[src/ctb_pkg.sv]
// Shared constants, types and codes for the columnar transposition block.
package ctb_pkg;

  localparam int BLOCK_BYTES   = 1024;
  localparam int MAX_KEY_CHARS = 16;
  localparam int REG_KEY_CHARS = 16;
  localparam int KEY_LIMIT     = (MAX_KEY_CHARS < REG_KEY_CHARS) ? MAX_KEY_CHARS
                                                                 : REG_KEY_CHARS;

  localparam int POS_W     = 10;
  localparam int BYTE_W    = 8;
  localparam int KLEN_W    = 5;
  localparam int KEYREG_W  = 64;
  localparam int CFG_IDX_W = 2;

  localparam int ADDR_W = $clog2(BLOCK_BYTES);
  localparam int DIV_W  = ADDR_W + 1;
  localparam int DCNT_W = $clog2(DIV_W);
  localparam int CS_W   = $clog2(KEY_LIMIT);
  localparam int CI_W   = $clog2(MAX_KEY_CHARS);
  localparam int PROD_W = DIV_W + KLEN_W;

  localparam logic [KLEN_W-1:0]   KEY_LENGTH_RESET = 5'd8;
  localparam logic [KEYREG_W-1:0] KEY_LOW_RESET    = 64'h74616B656A6F7270;
  localparam logic [KEYREG_W-1:0] KEY_HIGH_RESET   = 64'h0;

  localparam logic [CFG_IDX_W-1:0] REG_KEY_LENGTH = 2'd0;
  localparam logic [CFG_IDX_W-1:0] REG_KEY_LOW    = 2'd1;
  localparam logic [CFG_IDX_W-1:0] REG_KEY_HIGH   = 2'd2;

  localparam logic FUNC_STORE = 1'b0;
  localparam logic FUNC_READ  = 1'b1;

  typedef enum logic [2:0] {
    S_RANK_START,
    S_RANK,
    S_ROWS,
    S_IDLE,
    S_DIV,
    S_RD,
    S_LOAD
  } state_t;

  typedef struct packed {
    logic rank_clear;
    logic rank_step;
    logic div_start;
    logic div_rows;
    logic rows_load;
    logic take_write;
    logic take_read;
    logic addr_load;
    logic rd_issue;
    logic out_load;
  } cmd_t;

  typedef struct packed {
    logic cfg_wr;
    logic rank_last;
    logic div_done;
    logic out_busy;
    logic in_valid;
    logic in_func;
  } stat_t;

endpackage

[src/ctb_ctrl.sv]
// Controller: ranking pass, request sequencing and output handoff.
module ctb_ctrl (
  input  logic           clk,
  input  logic           rst,
  input  ctb_pkg::stat_t stat,
  output ctb_pkg::cmd_t  cmd,
  output logic           in_ready
);
  import ctb_pkg::*;

  state_t state;
  state_t state_next;

  always_ff @(posedge clk) begin
    if (rst) begin
      state <= S_RANK_START;
    end else begin
      state <= state_next;
    end
  end

  always_comb begin
    state_next = state;
    if (stat.cfg_wr) begin
      state_next = S_RANK_START;
    end else begin
      case (state)
        S_RANK_START: state_next = S_RANK;
        S_RANK:       if (stat.rank_last) state_next = S_ROWS;
        S_ROWS:       if (stat.div_done) state_next = S_IDLE;
        S_IDLE:       if (stat.in_valid && stat.in_func == FUNC_READ) state_next = S_DIV;
        S_DIV:        if (stat.div_done) state_next = S_RD;
        S_RD:         state_next = S_LOAD;
        S_LOAD:       if (!stat.out_busy) state_next = S_IDLE;
        default:      state_next = S_RANK_START;
      endcase
    end
  end

  always_comb begin
    cmd      = '0;
    in_ready = 1'b0;
    case (state)
      S_RANK_START: begin
        cmd.rank_clear = 1'b1;
        cmd.div_start  = 1'b1;
        cmd.div_rows   = 1'b1;
      end
      S_RANK: begin
        cmd.rank_step = 1'b1;
      end
      S_ROWS: begin
        cmd.rows_load = stat.div_done;
      end
      S_IDLE: begin
        in_ready       = 1'b1;
        cmd.take_write = stat.in_valid && (stat.in_func == FUNC_STORE);
        cmd.take_read  = stat.in_valid && (stat.in_func == FUNC_READ);
      end
      S_DIV: begin
        cmd.addr_load = stat.div_done;
      end
      S_RD: begin
        cmd.rd_issue = 1'b1;
      end
      S_LOAD: begin
        cmd.out_load = !stat.out_busy;
      end
      default: ;
    endcase
  end

endmodule

[config.mk]
export PLATFORM = sky130hd
export DESIGN_NAME = ctb_ctrl
export DESIGN_NICKNAME = d
export VERILOG_FILES = /design/src/ctb_pkg.sv /design/src/ctb_ctrl.sv
export SDC_FILE = /design/constraint.sdc
export NUM_CORES = 1
export LEC_CHECK = 0
export BUFFER_PORTS_ARGS = -buffer_cell sky130_fd_sc_hd__buf_2
export CAP_MARGIN = 30
export CORE_AREA = 2 2 39 41
export DETAILED_ROUTE_END_ITERATION = 7
export DIE_AREA = 0 0 41 43
export SLEW_MARGIN = 25
export SYNTH_ARGS = -nofsm -noshare
export SYNTH_HDL_FRONTEND = slang
export SYNTH_SLANG_ARGS = --single-unit
[constraint.sdc]
create_clock -name clk -period 3.4 [get_ports clk]
set_input_delay 0.68 -clock clk [delete_from_list [all_inputs] [get_ports clk]]
set_output_delay 0.68 -clock clk [all_outputs]
set_load 0.005 [all_outputs]
==> results of run 1 <==
worst max path at each step:
stage / endpoint / depth (start not counted) / startpoint / slack, ns
6_report: cmd[3] / 4 / state[1]$_SDFFE_PP0P_ / 1.43
5_1_grt: cmd[4] / 5 / state[1]$_SDFFE_PP0P_ / 1.31
4_1_cts: cmd[3] / 4 / state[1]$_SDFFE_PP0P_ / 1.41
3_5_place_dp: state[1]$_SDFFE_PP0P_ / 6 / state[0]$_SDFFE_PP0P_ / 1.57
3_3_place_gp: cmd[5] / 4 / stat[3] / 1.59
2_1_floorplan: state[0]$_SDFFE_PP0P_ / 6 / state[0]$_SDFFE_PP0P_ / 1.72
metrics by stage:
step,area (um^2),power [mW],worst slack (ns),util [%]
after global placement,423,0.0690,1.59,30.6
after CTS,449,0.136,1.41,32.5
final,449,0.132,1.43,32.5
after detailed placement,423,0.0694,1.57,30.6
after floorplan,335,0.0603,1.72,-
after global routing,449,0.147,1.31,32.5
cell type report:
class,instances,area (um^2),area share [%]
clock buffers,4,26.3,5.85
inverters,3,11.3,2.51
multi-input cells,32,241,53.8
flip-flops and latches,3,60.1,13.4
well taps,16,20.0,4.46
repair buffers,18,90.1,20.1
power by group:
part           switching [mW]  internal, mW  total [mW]
combinational          0.0140        0.0154      0.0294
clock                  0.0192        0.0440      0.0632
sequential            0.00213        0.0371      0.0392
total                  0.0354        0.0965       0.132
worst max-delay path, cell delays in order, from the launching register on:
cell and delay, ns:
dfxtp_1 0.40, ha_1 0.17, nor2b_2 0.22, and3_1 0.17, buf_2 0.10
cell families (layout without fill, tap and decap cells):
group,after synthesis,after routing,synth area share [%]
AO/OA/AOI/OAI,5,5,13.4
adder cells (fa/ha/maj),5,5,18.7
buffers and inverters,6,25,10.1
flip-flops,3,3,17.9
multiplexers,3,3,10.4
AND/OR/NAND/NOR,19,19,29.5
placed cells by master, fill, tap and decap left out, drive strengths merged:
cell type / n
o21ba: 1
o21ai: 2
nor3b: 1
and2: 1
nand2: 6
mux2: 1
nand3: 1
o311ai: 1
nor2: 3
ha: 5
clkbuf: 4
nand2b: 1
nor2b: 3
buf: 18
dfxtp: 3
inv: 3
a221o: 1
mux2i: 2
and3: 3
metal layers:
| metal | global-route usage [%] | vias up |
|---|---|---|
| li1 | - | 173 |
| met2 | 14.1 | 21 |
| met5 | 0 | - |
| met1 | 7.67 | 142 |
| met4 | 8.00 | 0 |
| met3 | 6.28 | 0 |
==> flow_summary.json, run 1 <==
{
  "status": "completed",
  "wl_met3_um": 84,
  "period_minus_slack_ns": 1.97,
  "drv_slew": 0,
  "yosys.area.top_type": "ha_1",
  "antenna_found_initial": 0,
  "vias_per_cell": 4.42,
  "area_growth_pct": 34.0,
  "dr.max_layer_used": "met3",
  "drc_errors": 0,
  "insertion_delay_ns": 0.24,
  "ys_types": 20,
  "fill_cells": 159,
  "synth.net_count": 54,
  "cp-start-kind": "flip-flop",
  "yosysMostFrequentCell": "nand2_1",
  "reg2regPathDepth": 6,
  "numClockSinks": 3,
  "rsz0062_at_grt": "no",
  "die_w_um": 41,
  "final_nets": 74,
  "end_kind": "output pin",
  "fmax_mhz": 507,
  "fin_crit_sh_pct": 58.1,
  "cts_resized": 0,
  "place_congestion": 0.730,
  "min_from": "state[0]$_SDFFE_PP0P_",
  "synth_area_leaders": "ha_1 19%, dfxtp_1 18%, buf_4 6.7%",
  "instances_no_fill": 76,
  "ys_seq_area_share_pct": 17.9,
  "ant_nets": 0,
  "finClkSkew_ns": 0.00367,
  "timing.final.hold_violations": 0,
  "r2r_setup_slack_ns": 1.56,
  "slew_headroom_pct": 74.6,
  "p_per_area_nw_per_um2": 293,
  "hold_end": "state[0]$_SDFFE_PP0P_",
  "r2r-end": "state[1]$_SDFFE_PP0P_",
  "grt_max_degree": 12,
  "grt_pass1_vias": 273,
  "cp_data_arrival_time_ns": 1.29,
  "dpl.cell_count": 72,
  "cts.path.max_buffers": 2,
  "core_area_um2": 1380,
  "ys_warn_count": 0,
  "chipHeight_um": 43,
  "die-area_um2": 1760,
  "largest_reg_flops": 3,
  "synth_edf_count": 0,
  "top_register": "state",
  "cts.clk_slew.worst_paths_ns": 0.03,
  "syn_area_per_cell_um2": 8.18,
  "wl_met2_um": 342,
  "drt_wl_total_um": 728,
  "worst-slew-pin-transition_ns": 0.380,
  "ios": 19,
  "p_leak_nw": 0.252,
  "wire_per_inst_um": 9.58,
  "synthFlopType": "dfxtp_1",
  "critPathRequiredTime_ns": 2.72,
  "holdPathStages": 2,
  "holdBufCountCts": 0,
  "drtIter0Drc": 4,
  "worst-path-max-fanout": 5,
  "grtUsageTotal_pct": 9.32,
  "n_antenna_cell": 0,
  "top_regs": "state (3)",
  "hp-class": "flip-flop to flip-flop",
  "numCtsBuffers": 3,
  "num_vias": 336,
  "dp_hpwl_um": 558,
  "drive_gt1_share_pct": 40.0,
  "ir_drop_mv": 0.150,
  "synthArstFlopShare_pct": 0,
  "first_pass_iters": 4,
  "initial_core_util_pct": 24.2,
  "synth_top_area_share_pct": 18.7,
  "drv_cap": 0,
  "path_class": "flip-flop to output pin",
  "postCtsSetupBuffers": 0,
  "num_rows": 14,
  "setup_violations": 0,
  "cts_tree": "done",
  "overflow": 0,
  "synth_cells": 41,
  "synth_area_um2": 335,
  "ys_seq_elements": 3,
  "synthTopCellsByCount": "6 x nand2_1, 5 x ha_1",
  "io_buffers": 18,
  "hold_slack_ns": 0.515,
  "htreeDepth": 1,
  "setup_tns_ns": 0,
  "cts-root-buf": "clkbuf_4",
  "grt_pass1_wl_um": 1010,
  "wl_met1_um": 301,
  "rr_startpoint": "state[0]$_SDFFE_PP0P_"
}
(Power assumes the default switching activity.)
==> run 2: changes to the inputs <==
- clock period: 3.4 -> 1.96 ns (I/O delays scaled with it)
==> flow_summary.json, run 2 (synthesis gave the netlist of run 1 again) <==
{
  "status": "completed",
  "cts-root-buf": "clkbuf_4",
  "die-area_um2": 1760,
  "numClockSinks": 3,
  "ios": 19,
  "pre_cts_slack_ns": 0.162,
  "slowest_stage": "dfxtp_1",
  "htreeDepth": 1,
  "groute.layer.met3.usage_pct": 1.57,
  "period_minus_slack_ns": 1.79,
  "top_register": "state",
  "holdPathStages": 4,
  "fin_crit_sh_pct": 91.4,
  "fmax_mhz": 558,
  "hp-class": "input pin to flip-flop",
  "antenna_found_initial": 0,
  "critPathRequiredTime_ns": 2.12,
  "setup_tns_ns": 0,
  "path_depth": 6,
  "grtUsageTotal_pct": 10.0,
  "top_usage_layer": "met2",
  "setup_violations": 0,
  "end_kind": "flip-flop",
  "place_congestion": 0.685,
  "ant_nets": 0,
  "insertion_delay_ns": 0.23,
  "met2_usage_pct": 14.4,
  "slowest_delay_ns": 0.39,
  "path_class": "flip-flop to flip-flop",
  "area_growth_pct": 38.4,
  "finClkSkew_ns": 0.00166,
  "dp_hpwl_um": 611,
  "drt_wl_total_um": 762,
  "vias_per_cell": 4.40,
  "final_cell_mix": "18 x buf_2, 6 x nand2_1, 5 x ha_1",
  "power_uw": 231,
  "largest_reg_flops": 3,
  "timing.final.hold_violations": 0,
  "drv_slew": 0,
  "cts.clk_slew.worst_paths_ns": 0.04,
  "critPathBufInv": 1,
  "worst-slew-pin-transition_ns": 0.370,
  "chipHeight_um": 43,
  "mostFrequentLayoutCell": "buf_2",
  "ir_drop_mv": 0.271,
  "cts.path.max_buffers": 2,
  "postCtsSetupBuffers": 0,
  "holdBufCountCts": 0,
  "num_rows": 14,
  "cts_tree": "done",
  "n_antenna_cell": 0,
  "grt_max_degree": 11,
  "io_buffers": 18,
  "overflow": 0,
  "grt.met1_usage_pct": 9.55,
  "drv_cap": 0,
  "layout_setup_ws_ns": 0.169,
  "hold_slack_ns": 0.498,
  "cp_top_family": "compound AO/OA/AOI/OAI gates",
  "slew_headroom_pct": 75.2,
  "cp-start-kind": "flip-flop",
  "drive_gt1_share_pct": 41.9,
  "core_area_um2": 1380,
  "grt_pass1_vias": 270,
  "num_vias": 343,
  "worst-path-max-fanout": 5,
  "wire_per_inst_um": 9.77,
  "post_dp_cell_area_um2": 438,
  "final_area_um2": 464,
  "drtIter0Drc": 6,
  "grt_pass1_wl_um": 1080,
  "p_per_area_nw_per_um2": 497,
  "reg2regPathDepth": 6,
  "final_nets": 76,
  "p_leak_nw": 0.262,
  "cp_data_arrival_time_ns": 1.96,
  "drc_errors": 0,
  "top_regs": "state (3)",
  "initial_core_util_pct": 24.2,
  "cts_resized": 0,
  "first_pass_iters": 4,
  "die_w_um": 41,
  "numCtsBuffers": 3,
  "path_cells": "inv_1 -> ha_1 -> mux2_4 -> a221o_1 -> o21ba_4 -> mux2i_1",
  "rsz0062_at_grt": "no"
}
==> run 2: cell type report <==
type / instances / area (um^2)
repair buffers: 20 / 105
clock buffers: 4 / 26.3
inverters: 3 / 11.3
flip-flops and latches: 3 / 60.1
fillers: 153 / 920
well taps: 16 / 20.0
multi-input cells: 32 / 241
==> run 2: worst paths after layout <==
path,endpoint,startpoint,slack (ns)
worst min register to register,state[1]$_SDFFE_PP0P_,state[1]$_SDFFE_PP0P_,0.52
worst min-delay path,state[0]$_SDFFE_PP0P_,rst,0.50
worst max-delay path,state[0]$_SDFFE_PP0P_,state[1]$_SDFFE_PP0P_,0.17
worst max register to register,state[0]$_SDFFE_PP0P_,state[1]$_SDFFE_PP0P_,0.17
==> run 2: where the power goes <==
part	leakage (nW)	internal (mW)	total, mW	switching, mW
Clock	0.0150	0.0763	0.108	0.0319
Combinational	0.223	0.0290	0.0561	0.0271
Sequential	0.0244	0.0643	0.0665	0.00221
==> run 2: tightest hold or removal path, cell delays in order <==
cell     delay, ns
buf_2         0.07
nor2_1        0.08
nand2_1       0.08
mux2i_1       0.05
==> run 2: stage by stage <==
step / util, % / instances
floorplan: - / 41
global placement: 31.6 / 74
detailed placement: 31.6 / 74
CTS: 33.5 / 78
global route: 33.5 / 78
finish: 33.5 / 78
==> run 2: per-layer routing <==
metal	share of wire (%)	routed length, um	up-vias
met3	8.8	67	4
met4	5.5	42	0
li1	-	-	177
met5	0	0	-
met1	43	329	142
met2	42	322	20
==> run 3: changes to the inputs <==
--- a/config.mk
+++ b/config.mk
@@ -6,4 +6,5 @@
 export NUM_CORES = 1
 export LEC_CHECK = 0
+export ABC_AREA = 1
 export BUFFER_PORTS_ARGS = -buffer_cell sky130_fd_sc_hd__buf_2
 export CAP_MARGIN = 30
@@ -11,4 +12,5 @@
 export DETAILED_ROUTE_END_ITERATION = 7
 export DIE_AREA = 0 0 41 43
+export SKIP_CTS_REPAIR_TIMING = 1
 export SLEW_MARGIN = 25
 export SYNTH_ARGS = -nofsm -noshare
==> constraint.sdc (replaced) <==
create_clock -name clk -period 1.96 [get_ports clk]
set_input_delay 0.196 -clock clk [delete_from_list [all_inputs] [get_ports clk]]
set_output_delay 0.196 -clock clk [all_outputs]
set_load 0.005 [all_outputs]
==> flow_summary.json, run 3 <==
{
  "dp_hpwl_um": 648,
  "pre_cts_slack_ns": 0.591,
  "final_cell_mix": "18 x buf_2, 10 x nor2_1, 9 x nand2_1, 8 x inv_1, 5 x ha_1",
  "p_seq_share_pct": 28.0,
  "ys_seq_area_share_pct": 14.8,
  "grt_pass1_wl_um": 1220,
  "place_congestion": 0.713,
  "swShare_pct": 30.4,
  "core_area_um2": 1380,
  "ys_types": 18,
  "status": "completed",
  "yosysMostFrequentCell": "nor2_1",
  "num_vias": 390,
  "multi_input_area_um2": 277,
  "ios": 19,
  "cp_data_arrival_time_ns": 1.24,
  "largest_reg_flops": 3,
  "worst-slew-pin-transition_ns": 0.373,
  "mostFrequentLayoutCell": "buf_2",
  "fill_cells": 146,
  "synthArstFlopShare_pct": 0,
  "synth_top_area_share_pct": 15.4,
  "fmax_mhz": 696,
  "layout_setup_ws_ns": 0.522,
  "drt_wl_total_um": 731,
  "hold_slack_ns": 0.218,
  "worst-path-max-fanout": 5,
  "drv_slew": 0,
  "num_rows": 14,
  "overflow": 0,
  "n_antenna_cell": 0,
  "final-seq-area_um2": 60.1,
  "htreeDepth": 1,
  "numClockSinks": 3,
  "io_buffers": 18,
  "path_class": "flip-flop to output pin",
  "ys_warn_count": 0,
  "cts.path.max_buffers": 2,
  "synthFlopType": "dfxtp_1",
  "drv_cap": 0,
  "cts.clk_slew.worst_paths_ns": 0.04,
  "end_kind": "output pin",
  "timing.final.hold_violations": 0,
  "chipHeight_um": 43,
  "initial_core_util_pct": 29.4,
  "fin_crit_sh_pct": 73.4,
  "p_leak_nw": 0.287,
  "top_regs": "state (3)",
  "setup_violations": 0,
  "path_cells": "ha_1 -> nand2_1 -> inv_2 -> nand2_1 -> nor2_1 -> buf_2",
  "grt_pass1_vias": 336,
  "dpl.cell_count": 89,
  "slowest_stage": "dfxtp_1",
  "slowest_delay_ns": 0.41,
  "final_nets": 91,
  "period_minus_slack_ns": 1.44,
  "instances_no_fill": 93,
  "cts_tree": "done",
  "cts-root-buf": "clkbuf_4",
  "power_uw": 250,
  "syn_area_per_cell_um2": 7.01,
  "crit_path_frequent_cell": "nand2_1",
  "critPathBufInv": 2,
  "p_comb_share_pct": 29.3,
  "ant_nets": 0,
  "cp_top_family": "flip-flops",
  "die_w_um": 41,
  "ys_seq_elements": 3,
  "top_register": "state",
  "grt_max_degree": 10,
  "synth_area_leaders": "ha_1 15%, dfxtp_1 15%, nor2_1 9.2%",
  "antenna_found_initial": 0,
  "finClkSkew_ns": 0.00200,
  "critPathRequiredTime_ns": 1.76,
  "drive_gt1_share_pct": 42.9,
  "yosys.area.top_type": "ha_1",
  "switchingPower_uw": 76.0,
  "rsz0062_at_grt": "no",
  "power_frac_clock_pct": 42.7,
  "hp-class": "input pin to flip-flop",
  "slew_headroom_pct": 75.1,
  "synthTopCellsByCount": "10 x nor2_1, 9 x nand2_1, 8 x inv_1, 5 x ha_1, 4 x nand3_1",
  "first_pass_iters": 2,
  "wire_per_inst_um": 7.86,
  "numCtsBuffers": 3,
  "die-area_um2": 1760,
  "synth_area_um2": 407,
  "grtUsageTotal_pct": 10.4,
  "insertion_delay_ns": 0.23,
  "synth.net_count": 71,
  "synth_edf_count": 0,
  "vias_per_cell": 4.19,
  "ir_drop_mv": 0.197,
  "setup_tns_ns": 0,
  "area_growth_pct": 27.1,
  "power.internal_uw": 174,
  "drtIter0Drc": 3,
  "drc_errors": 0,
  "cp-start-kind": "flip-flop",
  "p_per_area_nw_per_um2": 484,
  "synth_cells": 58
}
run 3: changes by cell type in the layout (fill, tap and decap cells not counted), moves of 2 or more:
cell,previous run,this run
nand3_1,1,4
and3_1,3,0
nand3_2,0,3
mux2i_1,2,0
nand2_1,6,9
buf_4,2,0
inv_1,3,8
a21oi_1,0,3
nor2b_1,2,0
nor2_1,3,10
inv_2,0,2
nand2_4,0,2
run 3: worst min-delay path, cell delays in order:
cell	delay (ns)
buf_2	0.07
nor2_1	0.05
inv_1	0.05
a21oi_1	0.03
run 3: area by class of cell:
type | count | area share [%]
Tap cell | 16 | 3.87
Multi-Input combinational cell | 41 | 53.5
Sequential cell | 3 | 11.6
Clock buffer | 4 | 5.08
Timing Repair Buffer | 18 | 17.4
Inverter | 11 | 8.47
run 3: final timing paths:
path	startpoint	end	slack, ns	depth (start not counted)
max	state[1]$_SDFFE_PP0P_	cmd[4]	0.52	6
min	rst	state[2]$_SDFFE_PP0P_	0.22	4
max reg2reg	state[0]$_SDFFE_PP0P_	state[1]$_SDFFE_PP0P_	0.60	8
min reg2reg	state[0]$_SDFFE_PP0P_	state[0]$_SDFFE_PP0P_	0.55	2
run 3: power by group through the flow:
stage                     sequential [mW]  combinational [mW]  clock [mW]
after floorplan                    0.0693              0.0581           0
after global placement             0.0707              0.0743           0
after detailed placement           0.0710              0.0748           0
after CTS                          0.0701              0.0750       0.113
after global routing               0.0708              0.0866       0.121
final                              0.0701              0.0732       0.107
run 3: logic make-up after synthesis:
family / synth area share (%)
AND/OR/NAND/NOR: 47.7
adder cells (fa/ha/maj): 15.4
AO/OA/AOI/OAI: 4.92
buffers and inverters: 17.2
flip-flops: 14.8
run 3: routing by layer:
layer	track usage, %	vias to the layer above	routed length, um
met4	6.00	0	0
met2	16.9	16	367
met5	0	-	0
met3	4.71	0	67
met1	10.3	162	296
li1	-	212	-
run 3: stage by stage:
stage,instance area (um^2),util [%]
2_1_floorplan,407,-
3_3_place_gp,490,35.4
3_5_place_dp,490,35.4
4_1_cts,517,37.3
5_1_grt,517,37.3
6_report,517,37.3
